<file path="config.mk">
export PLATFORM = sky130hd
export DESIGN_NAME = stereo_downmix_butterworth_lowpass
export DESIGN_NICKNAME = d
export VERILOG_FILES = /design/src/sv/sdbl_pkg.sv /design/src/sv/sdbl_cfg.sv /design/src/sv/sdbl_ctrl.sv /design/src/sv/sdbl_dp.sv /design/src/sv/stereo_downmix_butterworth_lowpass.sv
export VERILOG_INCLUDE_DIRS = /design/src /design/src/sv
export SDC_FILE = /design/constraint.sdc
export NUM_CORES = 2
export LEC_CHECK = 0
export BUFFER_PORTS_ARGS = -buffer_cell sky130_fd_sc_hd__buf_2
export CAP_MARGIN = 25
export CORE_MARGIN = 2
export CORE_UTILIZATION = 60
export CTS_CLUSTER_SIZE = 12
export DETAILED_ROUTE_END_ITERATION = 7
export PLACE_DENSITY = 0.77
export SETUP_SLACK_MARGIN = 0.1
export SLEW_MARGIN = 20
export SYNTH_ARGS = -nofsm -noshare
export SYNTH_HDL_FRONTEND = slang
export SYNTH_SLANG_ARGS = --single-unit
</file>
<file path="constraint.sdc">
create_clock -name clk -period 13.35 [get_ports clk]
set_input_delay 2.0025 -clock clk [delete_from_list [all_inputs] [get_ports clk]]
set_output_delay 2.0025 -clock clk [all_outputs]
set_load 0.1 [all_outputs]
</file>
<file path="src/sv/assert_macros.svh">
// Assertion macros used by the top-level RTL file of the downmix block.
// Each macro samples on clk and is disabled while rst_n is low.
`ifndef ASSERT_MACROS_SVH
`define ASSERT_MACROS_SVH

// The consequent must hold in the same cycle as the antecedent.
`define ASSERT_SAME(lbl, ante, cons) \
    lbl: assert property (@(posedge clk) disable iff (!rst_n) (ante) |-> (cons)) \
        else $error("assertion failed: same-cycle implication");

// The consequent must hold in the cycle after the antecedent.
`define ASSERT_NEXT(lbl, ante, cons) \
    lbl: assert property (@(posedge clk) disable iff (!rst_n) (ante) |=> (cons)) \
        else $error("assertion failed: next-cycle implication");

`endif

</file>
<file path="src/sv/sdbl_pkg.sv">
// Package for the stereo downmix low-pass block: types, codes and helpers.
// Used by the register bank, controller, datapath and top level; no dependencies.
package sdbl_pkg;

    localparam logic [1:0] MODE_STEREO = 2'd0;
    localparam logic [1:0] MODE_MONO   = 2'd1;

    typedef enum logic [2:0] {
        CFG_MODE,
        CFG_S1_B1,
        CFG_S1_A1,
        CFG_S1_A2,
        CFG_S2_B1,
        CFG_S2_A1,
        CFG_S2_A2
    } cfg_idx_t;

    localparam logic [1:0]         RST_MODE  = 2'd2;
    localparam logic signed [31:0] RST_S1_B1 = 32'sd139528187;
    localparam logic signed [31:0] RST_S1_A1 = 32'sd0;
    localparam logic signed [31:0] RST_S1_A2 = 32'sd10620917;
    localparam logic signed [31:0] RST_S2_B1 = 32'sd194140843;
    localparam logic signed [31:0] RST_S2_A1 = 32'sd0;
    localparam logic signed [31:0] RST_S2_A2 = 32'sd119846499;

    localparam logic signed [67:0] ACC_RND = 68'sh10000000;

    typedef struct packed {
        logic signed [31:0] s1_b1;
        logic signed [31:0] s1_a1;
        logic signed [31:0] s1_a2;
        logic signed [31:0] s2_b1;
        logic signed [31:0] s2_a1;
        logic signed [31:0] s2_a2;
    } coef_t;

    typedef enum logic [3:0] {
        T_S1_X,
        T_S1_X1,
        T_S1_X2,
        T_S1_Y1,
        T_S1_Y2,
        T_S2_X,
        T_S2_X1,
        T_S2_X2,
        T_S2_Y1,
        T_S2_Y2
    } term_t;

    typedef enum logic [1:0] {
        OUT_LEFT,
        OUT_RIGHT,
        OUT_MONO,
        OUT_FILT
    } out_sel_t;

    typedef struct packed {
        logic     load_in;
        logic     mul_en;
        term_t    term;
        logic     latch_y1;
        logic     latch_y2;
        logic     out_load;
        out_sel_t out_sel;
    } cmd_t;

    // Drop the 29 fraction bits of the accumulator and saturate to 32 bits.
    function automatic logic signed [31:0] sat32(input logic signed [67:0] acc);
        logic signed [38:0] sh;
        logic signed [31:0] res;
        sh = acc[67:29];
        if (!sh[38] && (|sh[37:31])) begin
            res = 32'sh7FFFFFFF;
        end else if (sh[38] && !(&sh[37:31])) begin
            res = 32'sh80000000;
        end else begin
            res = sh[31:0];
        end
        return res;
    endfunction

    function automatic logic signed [15:0] clip16(input logic signed [20:0] v);
        logic signed [15:0] res;
        if (v > 21'sd32767) begin
            res = 16'sh7FFF;
        end else if (v < -21'sd32768) begin
            res = 16'sh8000;
        end else begin
            res = v[15:0];
        end
        return res;
    endfunction

endpackage

</file>
<file path="src/sv/sdbl_cfg.sv">
// Configuration register bank: mode and the six biquad coefficients.
// Depends on sdbl_pkg for register indexes, reset values and the coef_t type.
module sdbl_cfg (
    input  logic                clk,
    input  logic                rst_n,
    input  logic                cfg_valid,
    input  logic [2:0]          cfg_index,
    input  logic [31:0]         cfg_data,
    output logic [1:0]          mode,
    output sdbl_pkg::coef_t     coef
);
    import sdbl_pkg::*;

    logic [1:0] mode_reg;
    coef_t      coef_reg;

    always_ff @(posedge clk or negedge rst_n)
    begin
        if (!rst_n)
        begin
            mode_reg       <= RST_MODE;
            coef_reg.s1_b1 <= RST_S1_B1;
            coef_reg.s1_a1 <= RST_S1_A1;
            coef_reg.s1_a2 <= RST_S1_A2;
            coef_reg.s2_b1 <= RST_S2_B1;
            coef_reg.s2_a1 <= RST_S2_A1;
            coef_reg.s2_a2 <= RST_S2_A2;
        end
        else if (cfg_valid)
        begin
            case (cfg_idx_t'(cfg_index))
                CFG_MODE:  mode_reg       <= cfg_data[1:0];
                CFG_S1_B1: coef_reg.s1_b1 <= cfg_data;
                CFG_S1_A1: coef_reg.s1_a1 <= cfg_data;
                CFG_S1_A2: coef_reg.s1_a2 <= cfg_data;
                CFG_S2_B1: coef_reg.s2_b1 <= cfg_data;
                CFG_S2_A1: coef_reg.s2_a1 <= cfg_data;
                CFG_S2_A2: coef_reg.s2_a2 <= cfg_data;
                default:   ;
            endcase
        end
    end

    assign mode = mode_reg;
    assign coef = coef_reg;

endmodule

</file>
<file path="src/sv/sdbl_ctrl.sv">
// Controller state machine: accepts a frame, steps the shared multiply-accumulate
// sequence and loads the output register. Depends on sdbl_pkg for cmd_t and codes.
module sdbl_ctrl (
    input  logic           clk,
    input  logic           rst_n,
    input  logic [1:0]     mode,
    input  logic           in_valid,
    output logic           in_ready,
    output logic           out_valid,
    input  logic           out_ready,
    output sdbl_pkg::cmd_t cmd
);
    import sdbl_pkg::*;

    typedef enum logic [2:0] {
        ST_IDLE,
        ST_MAC,
        ST_EMIT_L,
        ST_EMIT_R,
        ST_EMIT_M
    } state_t;

    state_t     state_reg, state_next;
    logic [3:0] step_reg, step_next;
    logic       out_valid_reg, out_valid_next;
    logic       can_load;

    assign can_load = !out_valid_reg || out_ready;

    always_comb
    begin
        cmd            = '0;
        cmd.term       = T_S1_X;
        cmd.out_sel    = OUT_LEFT;
        state_next     = state_reg;
        step_next      = step_reg;
        case (state_reg)
            ST_IDLE:
            begin
                cmd.load_in = in_valid;
                step_next   = 4'd0;
                if (in_valid)
                begin
                    if (mode == MODE_STEREO)
                        state_next = ST_EMIT_L;
                    else if (mode == MODE_MONO)
                        state_next = ST_EMIT_M;
                    else
                        state_next = ST_MAC;
                end
            end
            ST_MAC:
            begin
                step_next = step_reg + 4'd1;
                case (step_reg)
                    4'd0:    begin cmd.mul_en = 1'b1; cmd.term = T_S1_X;  end
                    4'd1:    begin cmd.mul_en = 1'b1; cmd.term = T_S1_X1; end
                    4'd2:    begin cmd.mul_en = 1'b1; cmd.term = T_S1_X2; end
                    4'd3:    begin cmd.mul_en = 1'b1; cmd.term = T_S1_Y1; end
                    4'd4:    begin cmd.mul_en = 1'b1; cmd.term = T_S1_Y2; end
                    4'd6:    cmd.latch_y1 = 1'b1;
                    4'd7:    begin cmd.mul_en = 1'b1; cmd.term = T_S2_X;  end
                    4'd8:    begin cmd.mul_en = 1'b1; cmd.term = T_S2_X1; end
                    4'd9:    begin cmd.mul_en = 1'b1; cmd.term = T_S2_X2; end
                    4'd10:   begin cmd.mul_en = 1'b1; cmd.term = T_S2_Y1; end
                    4'd11:   begin cmd.mul_en = 1'b1; cmd.term = T_S2_Y2; end
                    4'd13:
                    begin
                        cmd.latch_y2 = 1'b1;
                        state_next   = ST_EMIT_M;
                    end
                    default: ;
                endcase
            end
            ST_EMIT_L:
            begin
                cmd.out_sel  = OUT_LEFT;
                cmd.out_load = can_load;
                if (can_load)
                    state_next = ST_EMIT_R;
            end
            ST_EMIT_R:
            begin
                cmd.out_sel  = OUT_RIGHT;
                cmd.out_load = can_load;
                if (can_load)
                    state_next = ST_IDLE;
            end
            ST_EMIT_M:
            begin
                cmd.out_sel  = (mode == MODE_MONO) ? OUT_MONO : OUT_FILT;
                cmd.out_load = can_load;
                if (can_load)
                    state_next = ST_IDLE;
            end
            default:
            begin
                state_next = ST_IDLE;
            end
        endcase

        if (cmd.out_load)
            out_valid_next = 1'b1;
        else if (out_ready)
            out_valid_next = 1'b0;
        else
            out_valid_next = out_valid_reg;
    end

    always_ff @(posedge clk or negedge rst_n)
    begin
        if (!rst_n)
        begin
            state_reg     <= ST_IDLE;
            step_reg      <= 4'd0;
            out_valid_reg <= 1'b0;
        end
        else
        begin
            state_reg     <= state_next;
            step_reg      <= step_next;
            out_valid_reg <= out_valid_next;
        end
    end

    assign in_ready  = (state_reg == ST_IDLE);
    assign out_valid = out_valid_reg;

endmodule

</file>
<file path="src/sv/sdbl_dp.sv">
// Datapath: sample registers, filter history, one 32x32 multiplier feeding a
// 68-bit accumulator, and the output register. Depends on sdbl_pkg.
module sdbl_dp (
    input  logic                clk,
    input  logic                rst_n,
    input  sdbl_pkg::cmd_t      cmd,
    input  sdbl_pkg::coef_t     coef,
    input  logic signed [15:0]  left_sample,
    input  logic signed [15:0]  right_sample,
    output logic signed [15:0]  out_sample,
    output logic                last_of_frame
);
    import sdbl_pkg::*;

    logic signed [15:0] left_reg, right_reg;
    logic signed [31:0] x1_reg, x1_next, x2_reg, x2_next;
    logic signed [31:0] u1_reg, u1_next, u2_reg, u2_next;
    logic signed [31:0] v1_reg, v1_next, v2_reg, v2_next;
    logic signed [31:0] y1_reg, y2_reg;
    logic signed [63:0] prod_reg, prod_next;
    logic               pv_reg, pv_next;
    logic               pshift_reg, pneg_reg, pfirst_reg;
    logic signed [67:0] acc_reg, acc_next;
    logic signed [15:0] out_sample_reg, out_sample_next;
    logic               last_reg;

    logic signed [16:0] sum;
    logic signed [31:0] x_cur;
    logic signed [31:0] opa, opb;
    logic               t_shift, t_neg, t_first;
    logic signed [67:0] term_ext, term_sh, base;
    logic signed [31:0] y_sat;
    logic signed [17:0] sum18, mono18;
    logic signed [32:0] y33, r33;

    assign sum   = 17'(left_reg) + 17'(right_reg);
    assign x_cur = {{4{sum[16]}}, sum, 11'b0};

    always_comb
    begin
        opa     = coef.s1_b1;
        opb     = x_cur;
        t_shift = 1'b0;
        t_neg   = 1'b0;
        t_first = 1'b0;
        case (cmd.term)
            T_S1_X:  begin opa = coef.s1_b1; opb = x_cur;  t_first = 1'b1; end
            T_S1_X1: begin opa = coef.s1_b1; opb = x1_reg; t_shift = 1'b1; end
            T_S1_X2: begin opa = coef.s1_b1; opb = x2_reg; end
            T_S1_Y1: begin opa = coef.s1_a1; opb = u1_reg; t_shift = 1'b1; t_neg = 1'b1; end
            T_S1_Y2: begin opa = coef.s1_a2; opb = u2_reg; t_shift = 1'b1; t_neg = 1'b1; end
            T_S2_X:  begin opa = coef.s2_b1; opb = y1_reg; t_first = 1'b1; end
            T_S2_X1: begin opa = coef.s2_b1; opb = u1_reg; t_shift = 1'b1; end
            T_S2_X2: begin opa = coef.s2_b1; opb = u2_reg; end
            T_S2_Y1: begin opa = coef.s2_a1; opb = v1_reg; t_shift = 1'b1; t_neg = 1'b1; end
            T_S2_Y2: begin opa = coef.s2_a2; opb = v2_reg; t_shift = 1'b1; t_neg = 1'b1; end
            default: ;
        endcase
    end

    assign prod_next = opa * opb;
    assign pv_next   = cmd.mul_en;

    assign term_ext = {{4{prod_reg[63]}}, prod_reg};
    assign term_sh  = pshift_reg ? (term_ext <<< 1) : term_ext;
    assign base     = pfirst_reg ? ACC_RND : acc_reg;

    always_comb
    begin
        acc_next = acc_reg;
        if (pv_reg)
            acc_next = pneg_reg ? (base - term_sh) : (base + term_sh);
    end

    assign y_sat = sat32(acc_reg);

    always_comb
    begin
        x1_next = x1_reg;
        x2_next = x2_reg;
        u1_next = u1_reg;
        u2_next = u2_reg;
        v1_next = v1_reg;
        v2_next = v2_reg;
        if (cmd.latch_y2)
        begin
            x2_next = x1_reg;
            x1_next = x_cur;
            u2_next = u1_reg;
            u1_next = y1_reg;
            v2_next = v1_reg;
            v1_next = y_sat;
        end
    end

    assign sum18  = {sum[16], sum};
    assign mono18 = sum[16] ? (sum18 >>> 1) : ((sum18 + 18'sd1) >>> 1);
    assign y33    = {y2_reg[31], y2_reg};
    assign r33    = y2_reg[31] ? (y33 + 33'sd2047) : (y33 + 33'sd2048);

    always_comb
    begin
        case (cmd.out_sel)
            OUT_LEFT:  out_sample_next = left_reg;
            OUT_RIGHT: out_sample_next = right_reg;
            OUT_MONO:  out_sample_next = mono18[15:0];
            OUT_FILT:  out_sample_next = clip16(r33[32:12]);
            default:   out_sample_next = left_reg;
        endcase
    end

    always_ff @(posedge clk or negedge rst_n)
    begin
        if (!rst_n)
        begin
            x1_reg <= '0;
            x2_reg <= '0;
            u1_reg <= '0;
            u2_reg <= '0;
            v1_reg <= '0;
            v2_reg <= '0;
            pv_reg <= 1'b0;
        end
        else
        begin
            x1_reg <= x1_next;
            x2_reg <= x2_next;
            u1_reg <= u1_next;
            u2_reg <= u2_next;
            v1_reg <= v1_next;
            v2_reg <= v2_next;
            pv_reg <= pv_next;
        end
    end

    always_ff @(posedge clk)
    begin
        if (cmd.load_in)
        begin
            left_reg  <= left_sample;
            right_reg <= right_sample;
        end
        prod_reg   <= prod_next;
        pshift_reg <= t_shift;
        pneg_reg   <= t_neg;
        pfirst_reg <= t_first;
        acc_reg    <= acc_next;
        if (cmd.latch_y1)
            y1_reg <= y_sat;
        if (cmd.latch_y2)
            y2_reg <= y_sat;
        if (cmd.out_load)
        begin
            out_sample_reg <= out_sample_next;
            last_reg       <= (cmd.out_sel != OUT_LEFT);
        end
    end

    assign out_sample    = out_sample_reg;
    assign last_of_frame = last_reg;

endmodule

</file>
<file path="src/sv/stereo_downmix_butterworth_lowpass.sv">
// Stereo downmix with a fourth-order Butterworth low-pass; takes one frame per
// transaction. Stereo mode steps through accept, left and right; mono mode through
// accept and one output. In filtered mode ten products of two biquads go in turn
// through one 32x32 multiplier and accumulator, and the second section waits for
// the first one's rounded output. A pending result does not hold off the next
// frame's computation. There is no clearing pass; the history resets at once.
// Depends on sdbl_pkg, sdbl_cfg, sdbl_ctrl, sdbl_dp and assert_macros.svh.
`include "assert_macros.svh"

module stereo_downmix_butterworth_lowpass (
    input  logic               clk,
    input  logic               rst_n,
    input  logic               in_valid,
    output logic               in_ready,
    input  logic signed [15:0] left_sample,
    input  logic signed [15:0] right_sample,
    output logic               out_valid,
    input  logic               out_ready,
    output logic signed [15:0] out_sample,
    output logic               last_of_frame,
    input  logic               cfg_valid,
    output logic               cfg_ready,
    input  logic [2:0]         cfg_index,
    input  logic [31:0]        cfg_data
);
    import sdbl_pkg::*;

    logic [1:0] mode;
    coef_t      coef;
    cmd_t       cmd;

    assign cfg_ready = 1'b1;

    sdbl_cfg u_cfg (
        .clk       (clk),
        .rst_n     (rst_n),
        .cfg_valid (cfg_valid),
        .cfg_index (cfg_index),
        .cfg_data  (cfg_data),
        .mode      (mode),
        .coef      (coef)
    );

    sdbl_ctrl u_ctrl (
        .clk       (clk),
        .rst_n     (rst_n),
        .mode      (mode),
        .in_valid  (in_valid),
        .in_ready  (in_ready),
        .out_valid (out_valid),
        .out_ready (out_ready),
        .cmd       (cmd)
    );

    sdbl_dp u_dp (
        .clk           (clk),
        .rst_n         (rst_n),
        .cmd           (cmd),
        .coef          (coef),
        .left_sample   (left_sample),
        .right_sample  (right_sample),
        .out_sample    (out_sample),
        .last_of_frame (last_of_frame)
    );

    // A frame is worked on alone; a new result never overwrites one not yet taken.
    `ASSERT_NEXT(a_one_frame, in_valid && in_ready, !in_ready)
    `ASSERT_SAME(a_no_overwrite, cmd.out_load, !out_valid || out_ready)
    `ASSERT_SAME(a_frame_open, out_valid && out_ready && !last_of_frame, !in_ready)

endmodule

</file>
==> qor.yml <==
worst_clock_skew_ps: 46.95
timing.reg2reg.worst_path_depth: 34
detail_route.wirelength_um: 210900
post-synth-top-count-cell: "sky130_fd_sc_hd__nand2_1"
holdPathStages: 2
grt-ovfl-total: 0
post-dp-hpwl_um: 157800
grtUsageMet1_pct: 48.73
clock_tree.buffer_depth: 3
r2r_endpoint: "u_dp.prod_reg[58]"
total_routing_usage_gr_pct: 36.75
htree_num_levels: 3
routabilityCongestion: 1.006
rows: 124
grt_antenna_before_repair: 10
timing_worst_slew_pin_value_ps: 1179
rr_startpoint: "u_ctrl.step_reg[1]"
die_height_um: 342.3
final_period_minus_worst_setup_slack_ps: 12030
floorplan.initialDensity_pct: 60.30
yosys-mux-area-fraction_pct: 3.830
min_delay_worst_endpoint: "u_dp.u1_reg[11]"
grt_first_pass_wirelength_um: 327600
core-area_mm2: 0.1139
synth-seq-cells: 613
synth_top_cell_area_share_pct: 31.60
cts_root_buffer: "sky130_fd_sc_hd__clkbuf_16"
slew_headroom_pct: 21.39
port-buffer-count: 90
path_clk_slew_ps: 60
grt_use_met2_pct: 54.55
hold_buffers: 0
share_of_final_layout_standard_cells_stronger_than_drive_strength_1_pct: 9.128
yosys_warnings: 0
critPathCaptureType: "flop"
min-delay-path-class: "reg -> reg"
grt_pass1_vias: 55920
floorplan.die.width_um: 342.3
violations: "DRC"
fillCellCount: 9201
worst_ep_required_time_ps: 13820
hold_viol_final: 0
worst_skew_late_latency_ps: 660
synth_xor_area_share_pct: 2.691
drtAntennaViolNets: 0
clkSinkCount: 613
synthAdderAreaFrac_pct: 36.59
synth_enable_flop_cells: 181
io_pins: 92
initial_drt_pass_iterations: 8
number_of_failing_setup_endpoints_in_the_final_timing_report: 0
ys_seq_area_share_pct: 23.27
synthSimpleGateAreaFrac_pct: 16.27
synthesis.nets: 8817
cts_tree: "done"
fmax_mhz: 83.11
nets: 8725
timing.final.max_slew_violations: 0
cpPeakStageDelay_ps: 960
library_cell_occupying_the_most_area_in_the_post_synthesis_netlist: "sky130_fd_sc_hd__fa_1"
outcome: "finished, violations left"
netlist_top_cells_count: "1,257 x sky130_fd_sc_hd__nand2_1, 1,084 x sky130_fd_sc_hd__fa_1, 1,046 x sky130_fd_sc_hd__inv_1"
die_area_mm2: 0.1172
number_of_buffers_added_by_the_clock_tree_synthesis_step: 69
synthesis.area_per_instance_um2: 9.297
period_share_pct: 90.13
drtIter0Drc: 6290
multi_input_comb_area_mm2: 0.04720
synth_top_flop_cell: "sky130_fd_sc_hd__dfrtp_1"
grt.busiest_layer: "met2"
maximum_number_of_pins_on_one_net_before_global_route_repair: 98
num_vias: 54420
rrSetupSlack_ps: 1320
final-seq-area_mm2: 0.01599
cp.arrival_ps: 12500
cts_repair_resize_count: 0
worstSetupStartpointType: "flop"
area.growth.synth_to_final_pct: 6.380
rsz0062_at_grt: "false"
dominant_combinational_cell_family_by_area_after_synthesis: "adder cells"
detail_route.vias_per_cell: 6.139
synth_cell_types: 99
hp-start: "u_dp.y1_reg[11]"
synthCells: 7387
cell_at_the_slowest_stage_of_the_critical_path: "sky130_fd_sc_hd__and4_1"
worst_path_most_repeated_cell: "sky130_fd_sc_hd__fa_1"
largest_register_ffs: 192
critPathMaxFanout: 23
synth_compound_area_share_pct: 9.106
maxCapViolCount: 0
detail_route.drc_violations: 2
setup_tns_ps: 0
synthArstFlopShare_pct: 59.54
synth_area_leaders: "sky130_fd_sc_hd__fa_1 32%, sky130_fd_sc_hd__dfrtp_1 11%, sky130_fd_sc_hd__edfxtp_1 7.9%, sky130_fd_sc_hd__nand2_1 6.9%, sky130_fd_sc_hd__inv_1 5.7%"
global_route_track_usage_on_met3_pct: 12.01
post-cts-setup-buffer-count: 0
timing.setup.critical_path_class: "reg -> reg"
route.detailed.wl_per_inst_um: 23.78
synth_area_mm2: 0.06867
worst max path at each step:
stage                            start                end  slack, ps  depth (start not counted)
floorplan           u_ctrl.step_reg[0]  u_dp.prod_reg[58]       3810                         35
global placement    u_ctrl.step_reg[0]  u_dp.prod_reg[63]       2020                         36
detailed placement  u_ctrl.step_reg[0]  u_dp.prod_reg[58]       1630                         33
CTS                 u_ctrl.step_reg[1]  u_dp.prod_reg[58]       1510                         34
global route        u_ctrl.step_reg[1]  u_dp.prod_reg[58]        730                         35
finish              u_ctrl.step_reg[1]  u_dp.prod_reg[58]       1320                         34
metal layers:
metal  wire (um)  part of all wire (%)
met1       78760                    37
met2       90890                    43
met3       27990                    13
met4       13130                   6.2
met5          84                 0.040
cells by family (layout without fill, tap and decap cells):
kind of cell,Yosys count,after routing
fa+ha+maj,1358,1358
compound gates,939,939
flops,613,613
buf+inv,1454,1418
simple gates,2573,2573
mux,238,238
other cells,1,3
xor+xnor,211,211
cells in the final DEF (no fill, tap or decap), types with 53 or more instances in the layout:
| master | instances |
|---|---|
| sky130_fd_sc_hd__nand2_1 | 1257 |
| sky130_fd_sc_hd__fa_1 | 1084 |
| sky130_fd_sc_hd__inv_1 | 1046 |
| sky130_fd_sc_hd__nor2_1 | 731 |
| sky130_fd_sc_hd__dfrtp_1 | 307 |
| sky130_fd_sc_hd__ha_1 | 274 |
| sky130_fd_sc_hd__a21oi_1 | 259 |
| sky130_fd_sc_hd__mux2_2 | 198 |
| sky130_fd_sc_hd__edfxtp_1 | 181 |
| sky130_fd_sc_hd__o21ai_0 | 150 |
| sky130_fd_sc_hd__buf_4 | 139 |
| sky130_fd_sc_hd__xnor2_1 | 110 |
| sky130_fd_sc_hd__xor2_1 | 101 |
| sky130_fd_sc_hd__nor2b_1 | 96 |
| sky130_fd_sc_hd__buf_2 | 90 |
| sky130_fd_sc_hd__a21o_1 | 79 |
| sky130_fd_sc_hd__nand3_1 | 76 |
| sky130_fd_sc_hd__nand4_1 | 76 |
| sky130_fd_sc_hd__and2_1 | 74 |
| sky130_fd_sc_hd__clkbuf_16 | 72 |
| sky130_fd_sc_hd__o21a_1 | 67 |
| sky130_fd_sc_hd__a22oi_1 | 65 |
| sky130_fd_sc_hd__dfxtp_1 | 64 |
| sky130_fd_sc_hd__dfstp_2 | 57 |
| sky130_fd_sc_hd__nor3_1 | 53 |
worst max-delay path: cells and delay by family, from the launching register on:
kind            cells  cell delay, ps
fa+ha+maj          10            5120
compound gates      9            2130
flops               1             410
simple gates        9            2740
buf+inv             6            1420
through the flow:
stage          instances  area [um^2]  hold WS, ps  setup slack, ps  util [%]
2_1_floorplan       7387        68670        431.8             3813         -
3_3_place_gp        8724        70540        443.8             2024     61.94
3_5_place_dp        8733        70670        456.8             1628     62.06
4_1_cts             8860        72970        465.0             1505     64.08
5_1_grt             8864        73050        489.1            729.4     64.15
6_report            8865        73060        467.3             1318     64.15
final cells by class:
cell class	instances	area share (%)
clock inverter	20	0.3802
clock buffer	107	2.769
tap	1512	2.590
timing repair buffer	242	2.363
multi-input combinational	5320	64.61
sequential	613	21.89
inverter	1049	5.397
antenna	2	0.006851
Power is left out: the tool's default activity adds up to more than one toggle a clock period on the data nets, which glitch-free logic cannot reach.
